**src/hw/rtl/segi_pkg.sv**
```systemverilog
// Shared widths, word types and constants for the segment intersection block.
package segi_pkg;

   // Coordinates are signed fixed point; every datapath width below follows from this one.
   localparam int COORD_W = 20;
   localparam int DIFF_W = COORD_W + 1;
   localparam int PROD_W = 2 * DIFF_W;
   localparam int CROSS_W = PROD_W + 1;
   localparam int TRIPLE_W = PROD_W + DIFF_W;
   localparam int NUM_W = TRIPLE_W + 3;
   localparam int QUO_W = COORD_W + 1;

   // The queue depth must be a power of two so that the pointers wrap on their own.
   localparam int QUEUE_DEPTH = 4;
   localparam int QUEUE_AW = $clog2(QUEUE_DEPTH);

   typedef logic signed [COORD_W-1:0] coord_type;

   typedef struct packed {
      coord_type a_start_x;
      coord_type a_start_y;
      coord_type a_end_x;
      coord_type a_end_y;
      coord_type b_start_x;
      coord_type b_start_y;
      coord_type b_end_x;
      coord_type b_end_y;
   } seg_pair_type;

   typedef struct packed {
      logic hit;
      coord_type cross_x;
      coord_type cross_y;
      logic degenerate;
   } seg_result_type;

   // Classified word handed from the front end to the divider back end.
   typedef struct packed {
      logic hit;
      logic degenerate;
      logic signed [NUM_W-1:0] num_x;
      logic signed [NUM_W-1:0] num_y;
      logic signed [CROSS_W-1:0] den;
   } seg_job_type;

endpackage

```
**src/hw/rtl/segi_queue.sv**
```systemverilog
// Short first-in first-out queue that decouples the front end from the divider.
module segi_queue import segi_pkg::*; (
   input  logic        clock,
   input  logic        reset,
   input  logic        in_valid,
   output logic        in_ready,
   input  seg_job_type in_word,
   output logic        out_valid,
   input  logic        out_ready,
   output seg_job_type out_word
);

   seg_job_type          slot_ff [QUEUE_DEPTH];
   logic [QUEUE_AW-1:0]  wr_ptr_ff, rd_ptr_ff;
   logic [QUEUE_AW:0]    count_ff, count_in;
   logic                 push, pop;

   assign in_ready  = (count_ff != (QUEUE_AW + 1)'(QUEUE_DEPTH));
   assign out_valid = (count_ff != '0);
   assign out_word  = slot_ff[rd_ptr_ff];
   assign push      = in_valid && in_ready;
   assign pop       = out_valid && out_ready;

   always_comb begin
      case ({push, pop})
         2'b10:   count_in = count_ff + 1'b1;
         2'b01:   count_in = count_ff - 1'b1;
         default: count_in = count_ff;
      endcase
   end

   always_ff @(posedge clock) begin
      if (reset) begin
         wr_ptr_ff <= '0;
         rd_ptr_ff <= '0;
         count_ff  <= '0;
      end else begin
         count_ff <= count_in;
         if (push) begin
            wr_ptr_ff <= wr_ptr_ff + 1'b1;
         end
         if (pop) begin
            rd_ptr_ff <= rd_ptr_ff + 1'b1;
         end
      end
   end

   always_ff @(posedge clock) begin
      if (push) begin
         slot_ff[wr_ptr_ff] <= in_word;
      end
   end

   a_count_bound: assert property (@(posedge clock) disable iff (reset)
      count_ff <= (QUEUE_AW + 1)'(QUEUE_DEPTH))
      else $error("queue fill exceeds its depth");

   a_count_push: assert property (@(posedge clock) disable iff (reset)
      push && !pop |=> count_ff == $past(count_ff) + 1'b1)
      else $error("queue fill did not grow on a lone push");

   a_count_pop: assert property (@(posedge clock) disable iff (reset)
      pop && !push |=> count_ff == $past(count_ff) - 1'b1)
      else $error("queue fill did not shrink on a lone pop");

endmodule

```
**config.mk**
```make
export PLATFORM = sky130hd
export DESIGN_NAME = segi_queue
export DESIGN_NICKNAME = d
export VERILOG_FILES = /design/src/hw/rtl/segi_pkg.sv /design/src/hw/rtl/segi_queue.sv
export SDC_FILE = /design/constraint.sdc
export NUM_CORES = 1
export LEC_CHECK = 0
export ABC_AREA = 0
export BUFFER_PORTS_ARGS = -buffer_cell sky130_fd_sc_hd__buf_2
export CAP_MARGIN = 10
export CORE_MARGIN = 4
export CORE_UTILIZATION = 50
export CTS_CLUSTER_DIAMETER = 50
export DETAILED_ROUTE_END_ITERATION = 8
export PLACE_DENSITY = 0.85
export SYNTH_ARGS = -nofsm -noshare
export SYNTH_HDL_FRONTEND = slang
export SYNTH_SLANG_ARGS = --single-unit
```
**constraint.sdc**
```tcl
create_clock -name clock -period 5.5 [get_ports clock]
set_input_delay 0.275 -clock clock [delete_from_list [all_inputs] [get_ports clock]]
set_output_delay 0.275 -clock clock [all_outputs]
set_load 0.005 [all_outputs]
```
==> impl_results.md, run 1 <==
* Final ANT Viol Nets at 0
* DRC Markers at 0
* Xor and xnor fraction of the mapped netlist area at 0.135%
* Post-synthesis sequential area ratio at 82.4%
* Post-Layout Cell Count at 2,309
* TritonCTS clock tree: built
* Leakage power at 11.0 nW
* Placed Instances at 1,990
* Routability congestion estimate at 0.769
* Status: completed
* Setup TNS at 0 ps
* Yosys top cell by area: edfxtp_1
* Starting Density at 50.6%
* Pwr Density at 447 nW/µm²
* Net count reported at finish at 1,750
* Vias in the first global route at 13,884
* Synth Instances at 977
* Area grow syn2layout at 25.7%
* Final worst slack at 2240 ps
* Final Cycle Share at 59.3%
* Routed len/inst at 24.5 µm
* Worst-Skew Late Latency at 580 ps
* H-tree depth at 3
* Synthesized area at 26,000 µm²
* Initial antenna violation count at 11
* CP required at 5220 ps
* Cell variety after synth at 23
* CP startpoint kind: flip-flop
* Filler instances at 3,299
* Largest family of logic cells by synthesized area: multiplexers
* Placement Setup Slack at 2430 ps
* VDD IR-drop max at 0.000373 V
* Row count at 83
* Highest routed metal layer: met5
* First-pass GRT wire length at 86,100 µm
* Worst hold path type: in -> reg
* Avg Inst Size Synth at 26.6 µm²
* Vias post-DR at 12,695
* DRT Wirelength at 56,500 µm
* Top-level port count at 360
* Max transition margin at 32.7%
* TritonCTS Buffers at 73
* PortBufs at 359
* Post-synthesis compound-gate area fraction at 0.154%
* Top-count cell post-synth: edfxtp_1
* Final Skew at 9.02 ps
* Largest cells by area after synthesis: edfxtp_1, mux4_2, dfxtp_1
* CP endpoint kind: primary output
* Fin crit period at 3260 ps
* Metal3 WL at 3950 µm
* Final Max Slew Viols at 0
* All-layer global routing usage at 20.3%
* Post-synthesis mux area share at 15.4%
* WL met2 at 29,700 µm
* Largest net degree at the start of global routing at 113
* Fraction of registers with async set/reset at 0%
* Syn. warnings at 0
* EDFF count, synth at 708
* Clock sinks at 717
* DRT iter0 DRCs at 1,031
* Post-CTS Resized at 0
* Post-Route M1 WL at 20,900 µm
* Layout cell share with drive strength beyond 1 at 40.8%
* Post-Synth Simple-Gate Area at 0.337%
* Die W at 236 µm
* Top cells by count, synth: edfxtp_1, mux4_2, buf_2, buf_6
* DP Wirelength at 30,800 µm
* Max-Cap Viols at 0
* Grt total ovfl at 0
* Die Span Y at 236 µm
* Unrepaired setup endpoints after global routing: no
* Synth Net Count at 1,164
* CP arrival at 2990 ps
* Setup violators final at 0
* Vias per cell at 5.50
* Drt first pass iters at 5
* Die Area at 55,700 µm²
* Core area at 51,400 µm²
* Clock tree buffer depth at 3
* Worst Tran Pin Value at 1010 ps
* Post-synth top area share at 81.7%
* Fmax at 307 MHz
* Main synth FF type: edfxtp_1
* Clock Pin Slew Worst Setup and Hold Paths at 60 ps
* Worst Path Max Fanout at 61
* Root buffer cell: clkbuf_16
* Final hold violation count at 0
* Synth Area in Adders at 0.317%
* Number of register bits inferred by synthesis at 717
* Crit Path Class: reg -> out
final timing paths:
kind         slack (ps)          from  cells past startpoint        endpoint
max                2240     flip-flop                      3    out_word[71]
min                 190     out_ready                      4    rd_ptr_ff[1]
max reg2reg        2470   count_ff[0]                      4  slot_ff[1][16]
min reg2reg         560  rd_ptr_ff[0]                      2    rd_ptr_ff[0]
critical path: stages, from the launching register on:
cell and delay, ps:
dfxtp_4 940, buf_4 720, mux4_2 440, buf_2 150
metal layers:
| metal | vias to the layer above | track usage, % |
|---|---|---|
| met5 | - | 0 |
| met1 | 6628 | 25.7 |
| met2 | 528 | 34.3 |
| li1 | 5422 | - |
| met4 | 4 | 8.26 |
| met3 | 113 | 4.89 |
per-stage QoR:
stage	power [mW]	hold slack, ps	instance area [µm²]	util, %
after floorplan	8.80	374	26000	-
after global placement	9.83	485	28600	55.6
after detailed placement	9.91	491	28600	55.6
after CTS	14.7	135	32700	63.6
after global routing	15.3	187	32700	63.6
final	14.6	192	32700	63.6
cell type report:
| type | count | area [µm²] | share of cell area, % |
|---|---|---|---|
| tap | 680 | 851 | 2.60 |
| multi-input combinational | 213 | 4260 | 13.0 |
| clock buffer | 95 | 2050 | 6.26 |
| inverter | 6 | 22.5 | 0.0689 |
| clock inverter | 36 | 263 | 0.803 |
| timing repair buffer | 552 | 3790 | 11.6 |
| sequential | 717 | 21400 | 65.6 |
| antenna | 10 | 25.0 | 0.0765 |
what timing repair did:
| action | CTS | global route |
|---|---|---|
| endpoints found under the hold margin | 715 | 0 |
| setup buffers | 0 | 0 |
| hold buffers | 178 | 0 |
| endpoints found under the setup margin | 0 | 0 |
cell usage in the layout, fill, tap and decap left out, types with 2 or more instances in the layout:
cell           instances
buf_4                  7
dfxtp_1                7
ha_1                   5
clkinvlp_4             4
buf_12                 8
inv_1                  6
dlygate4sd3_1        178
edfxtp_1             708
clkbuf_1              15
clkinv_2               8
clkbuf_16             79
or3_1                  2
a21oi_1                2
and2_4                 4
xor2_1                 3
nand2b_1               2
clkinv_4               4
mux4_2               177
buf_2                359
inv_6                  2
bufinv_16              2
nor2_1                 9
dfxtp_4                2
diode_2               10
clkinv_1              14
report_power, final:
group / internal (mW) / switching [mW]
combinational: 1.58 / 1.49
clock: 2.73 / 1.99
sequential: 6.59 / 0.242
total: 10.9 / 3.72
cells by family after synthesis:
group	count (synthesis)
flip-flops	717
adder cells (fa/ha/maj)	6
AND/OR/NAND/NOR	18
multiplexers	179
buffers and inverters	47
AO/OA/AOI/OAI	6
XOR/XNOR	4
sequential cells by signal, summed over array words and instances, names as in the netlist, named ones only:
name       count
wr_ptr_ff      2
slot_ff      708
count_ff       3
rd_ptr_ff      2
(Power assumes the default switching activity.)
==> run 2, diff against run 1 <==
--- a/config.mk
+++ b/config.mk
@@ -5,7 +5,7 @@
 export SDC_FILE = /design/constraint.sdc
 export NUM_CORES = 1
 export LEC_CHECK = 0
-export ABC_AREA = 0
+export ABC_AREA = 1
 export BUFFER_PORTS_ARGS = -buffer_cell sky130_fd_sc_hd__buf_2
 export CAP_MARGIN = 10
 export CORE_MARGIN = 4
==> constraint.sdc (replaced) <==
create_clock -name clock -period 2.8 [get_ports clock]
set_input_delay 0.14 -clock clock [delete_from_list [all_inputs] [get_ports clock]]
set_output_delay 0.14 -clock clock [all_outputs]
set_load 0.005 [all_outputs]
==> run 2 against run 1 <==
Effect of this change:
- via count increased by 42%
- clock skew rose by 18 ps
- combinational power up 110%
- register-to-register slack lost 1700 ps
- clock power rose by 110%
- routed wire length is 21% higher
- highest routed layer is now met4
==> impl_results.md, run 2 <==
* Vias post-DR at 18,004
* Routability congestion estimate at 0.806
* Root buffer cell: clkbuf_16
* Vias in the first global route at 18,384
* Final Cycle Share at 90.9%
* Crit Path Class: reg -> out
* Top cells by count, synth: edfxtp_1, nor2_1, o21ai_0, o22ai_1, clkbuf_1
* Largest net degree at the start of global routing at 157
* CP arrival at 2400 ps
* All-layer global routing usage at 23.3%
* Unrepaired setup endpoints after global routing: no
* Critical path's slowest cell: buf_4
* PortBufs at 359
* Top Registers: slot_ff: 708 flops, count_ff: 3 flops
* Max-Cap Viols at 0
* VDD IR-drop max at 0.000617 V
* Area grow syn2layout at 27.2%
* Post-synthesis sequential area ratio at 81.0%
* Drt first pass iters at 7
* EDFF count, synth at 708
* Cell breakdown of the critical path: inv_8 > buf_4 > o21ai_0 > o22ai_1 > buf_2
* DRT Wirelength at 68,400 µm
* Routed len/inst at 22.2 µm
* Layout cell share with drive strength beyond 1 at 22.7%
* R2R Setup Slk at 810 ps
* DRC Markers at 0
* Final Skew at 27.0 ps
* Final hold violation count at 0
* First-pass GRT wire length at 103,000 µm
* Final worst slack at 256 ps
* CP startpoint kind: flip-flop
* Avg Inst Size Synth at 14.9 µm²
* Synth Net Count at 1,966
* Most flop-heavy register: slot_ff
* Worst-Skew Late Latency at 610 ps
* Syn. warnings at 0
* CP endpoint kind: primary output
* Fraction of registers with async set/reset at 0%
* Net count reported at finish at 2,528
* Die Area at 56,700 µm²
* Starting Density at 50.4%
* Synthesized area at 26,500 µm²
* Die W at 238 µm
* Status: completed
* Cell variety after synth at 19
* Slowest stage delay, CP at 490 ps
* Core area at 52,600 µm²
* WHS Path Cells at 2
* Post-synth top area share at 80.3%
* Hold worst-path end: slot_ff[3][161]
* Grt total ovfl at 0
* Most frequent cells in the layout: edfxtp_1, nor2_1, buf_2
* Leading cell type in the layout, fill and taps excluded: edfxtp_1
* Main synth FF type: edfxtp_1
* Post-CTS Resized at 0
* Largest cells by area after synthesis: edfxtp_1, o21ai_0, nor2_1
* TritonCTS Buffers at 75
* Largest register FFs at 708
* TritonCTS clock tree: built
* Min-delay src: in_word[161]
* Clock Pin Slew Worst Setup and Hold Paths at 60 ps
* Synth Instances at 1,779
* Post-CTS setup buffers at 0
* CP required at 2660 ps
* Top-count cell post-synth: edfxtp_1
* Clock tree buffer depth at 3
* Row count at 84
* Final ANT Viol Nets at 0
* Pwr Density at 865 nW/µm²
* Fmax at 393 MHz
* Clock sinks at 717
* Filler instances at 3,379
* Setup violators final at 0
* Fin crit period at 2540 ps
* Placement Setup Slack at 931 ps
* Finished Core Util at 64.1%
* Vias per cell at 5.83
* Critical R2R Launch: count_ff[0]
* Initial antenna violation count at 2
* DRT iter0 DRCs at 2,063
* Yosys top cell by area: edfxtp_1
* Number of register bits inferred by synthesis at 717
* Worst Path Max Fanout at 76
* Worst hold path type: in -> reg
* FF-to-FF path depth at 11
* Die Span Y at 238 µm
* Max transition margin at 50.9%
* H-tree depth at 3
* DP Wirelength at 37,400 µm
* Leakage power at 11.9 nW
* Top-level port count at 360
* Worst reg2reg path endpoint: count_ff[2]
* Final Max Slew Viols at 0
* Worst Tran Pin Value at 736 ps
==> run 2: changes by cell type in the layout (fill, tap and decap cells not counted), moves of 8 or more <==
cell / before / now
diode_2: 10 / 2
o22ai_1: 0 / 177
inv_1: 6 / 16
nor2_1: 9 / 359
mux4_2: 177 / 0
nand2_1: 1 / 13
buf_12: 8 / 25
buf_4: 7 / 36
o21ai_0: 1 / 353
==> run 2: cell type report <==
class | count | area (µm²) | area share (%)
Clock buffer | 91 | 2000 | 5.94
Inverter | 18 | 77.6 | 0.230
Tap cell | 688 | 861 | 2.56
Sequential cell | 717 | 21500 | 63.7
Clock inverter | 42 | 428 | 1.27
Antenna cell | 2 | 5.00 | 0.0149
Multi-Input combinational cell | 928 | 4490 | 13.3
Timing Repair Buffer | 601 | 4380 | 13.0
==> run 2: logic make-up (layout without fill, tap and decap cells) <==
logic type | count (synthesis) | in the layout | share of synthesized area (%)
DFF | 717 | 717 | 81.0
AOI/OAI and AO/OA | 538 | 538 | 11.0
and+or+nand+nor | 384 | 384 | 5.47
buffers and inverters | 134 | 752 | 2.27
adders and majority gates | 6 | 6 | 0.312
other | 0 | 2 | 0
==> run 2: critical path, delay by kind of cell (launching register included) <==
| family | cells | cell delay (ps) |
|---|---|---|
| AO/OA/AOI/OAI | 2 | 380 |
| buffers and inverters | 3 | 1010 |
| flip-flops | 1 | 380 |
==> run 2: power by group <==
part / total, mW / switching [mW] / internal (mW)
Clock: 9.76 / 4.12 / 5.63
Combinational: 6.39 / 4.12 / 2.27
Sequential: 13.0 / 0.252 / 12.7
Total: 29.1 / 8.50 / 20.6
==> run 2: routing by layer <==
| layer | up-vias | wire length [µm] | track usage (%) |
|---|---|---|---|
| met5 | - | 0 | 0 |
| met4 | 0 | 2300 | 8.60 |
| met3 | 204 | 6470 | 5.55 |
| met2 | 1081 | 35200 | 40.7 |
| met1 | 8850 | 24500 | 28.3 |
| li1 | 7869 | - | - |
==> run 2: worst max path at each step <==
stage	start	endpoint	cells after the start
6_report	flip-flop	out_word[82]	5
3_5_place_dp	flip-flop	out_word[103]	5
4_1_cts	flip-flop	out_word[86]	5
2_1_floorplan	count_ff[1]	slot_ff[0][0]	4
5_1_grt	flip-flop	out_word[82]	5
3_3_place_gp	count_ff[0]	count_ff[2]	12
==> run 2: what timing repair did <==
| item | 4_1_cts | 5_1_grt |
|---|---|---|
| endpoints found under the setup margin | 0 | 0 |
| endpoints found under the hold margin | 717 | 0 |
| hold buffers | 181 | 0 |
==> run 2: metrics by stage <==
stage          setup TNS, ps  instances  hold slack, ps  instance area, µm²  total power [mW]
2_1_floorplan        -595590       1779             209               26500              16.4
3_3_place_gp               0       2771             349               29400              18.9
3_5_place_dp               0       2771             355               29400              19.2
4_1_cts                    0       3085             233               33700              29.1
5_1_grt                    0       3086             256               33700              30.3
6_report                   0       3087             277               33700              29.1
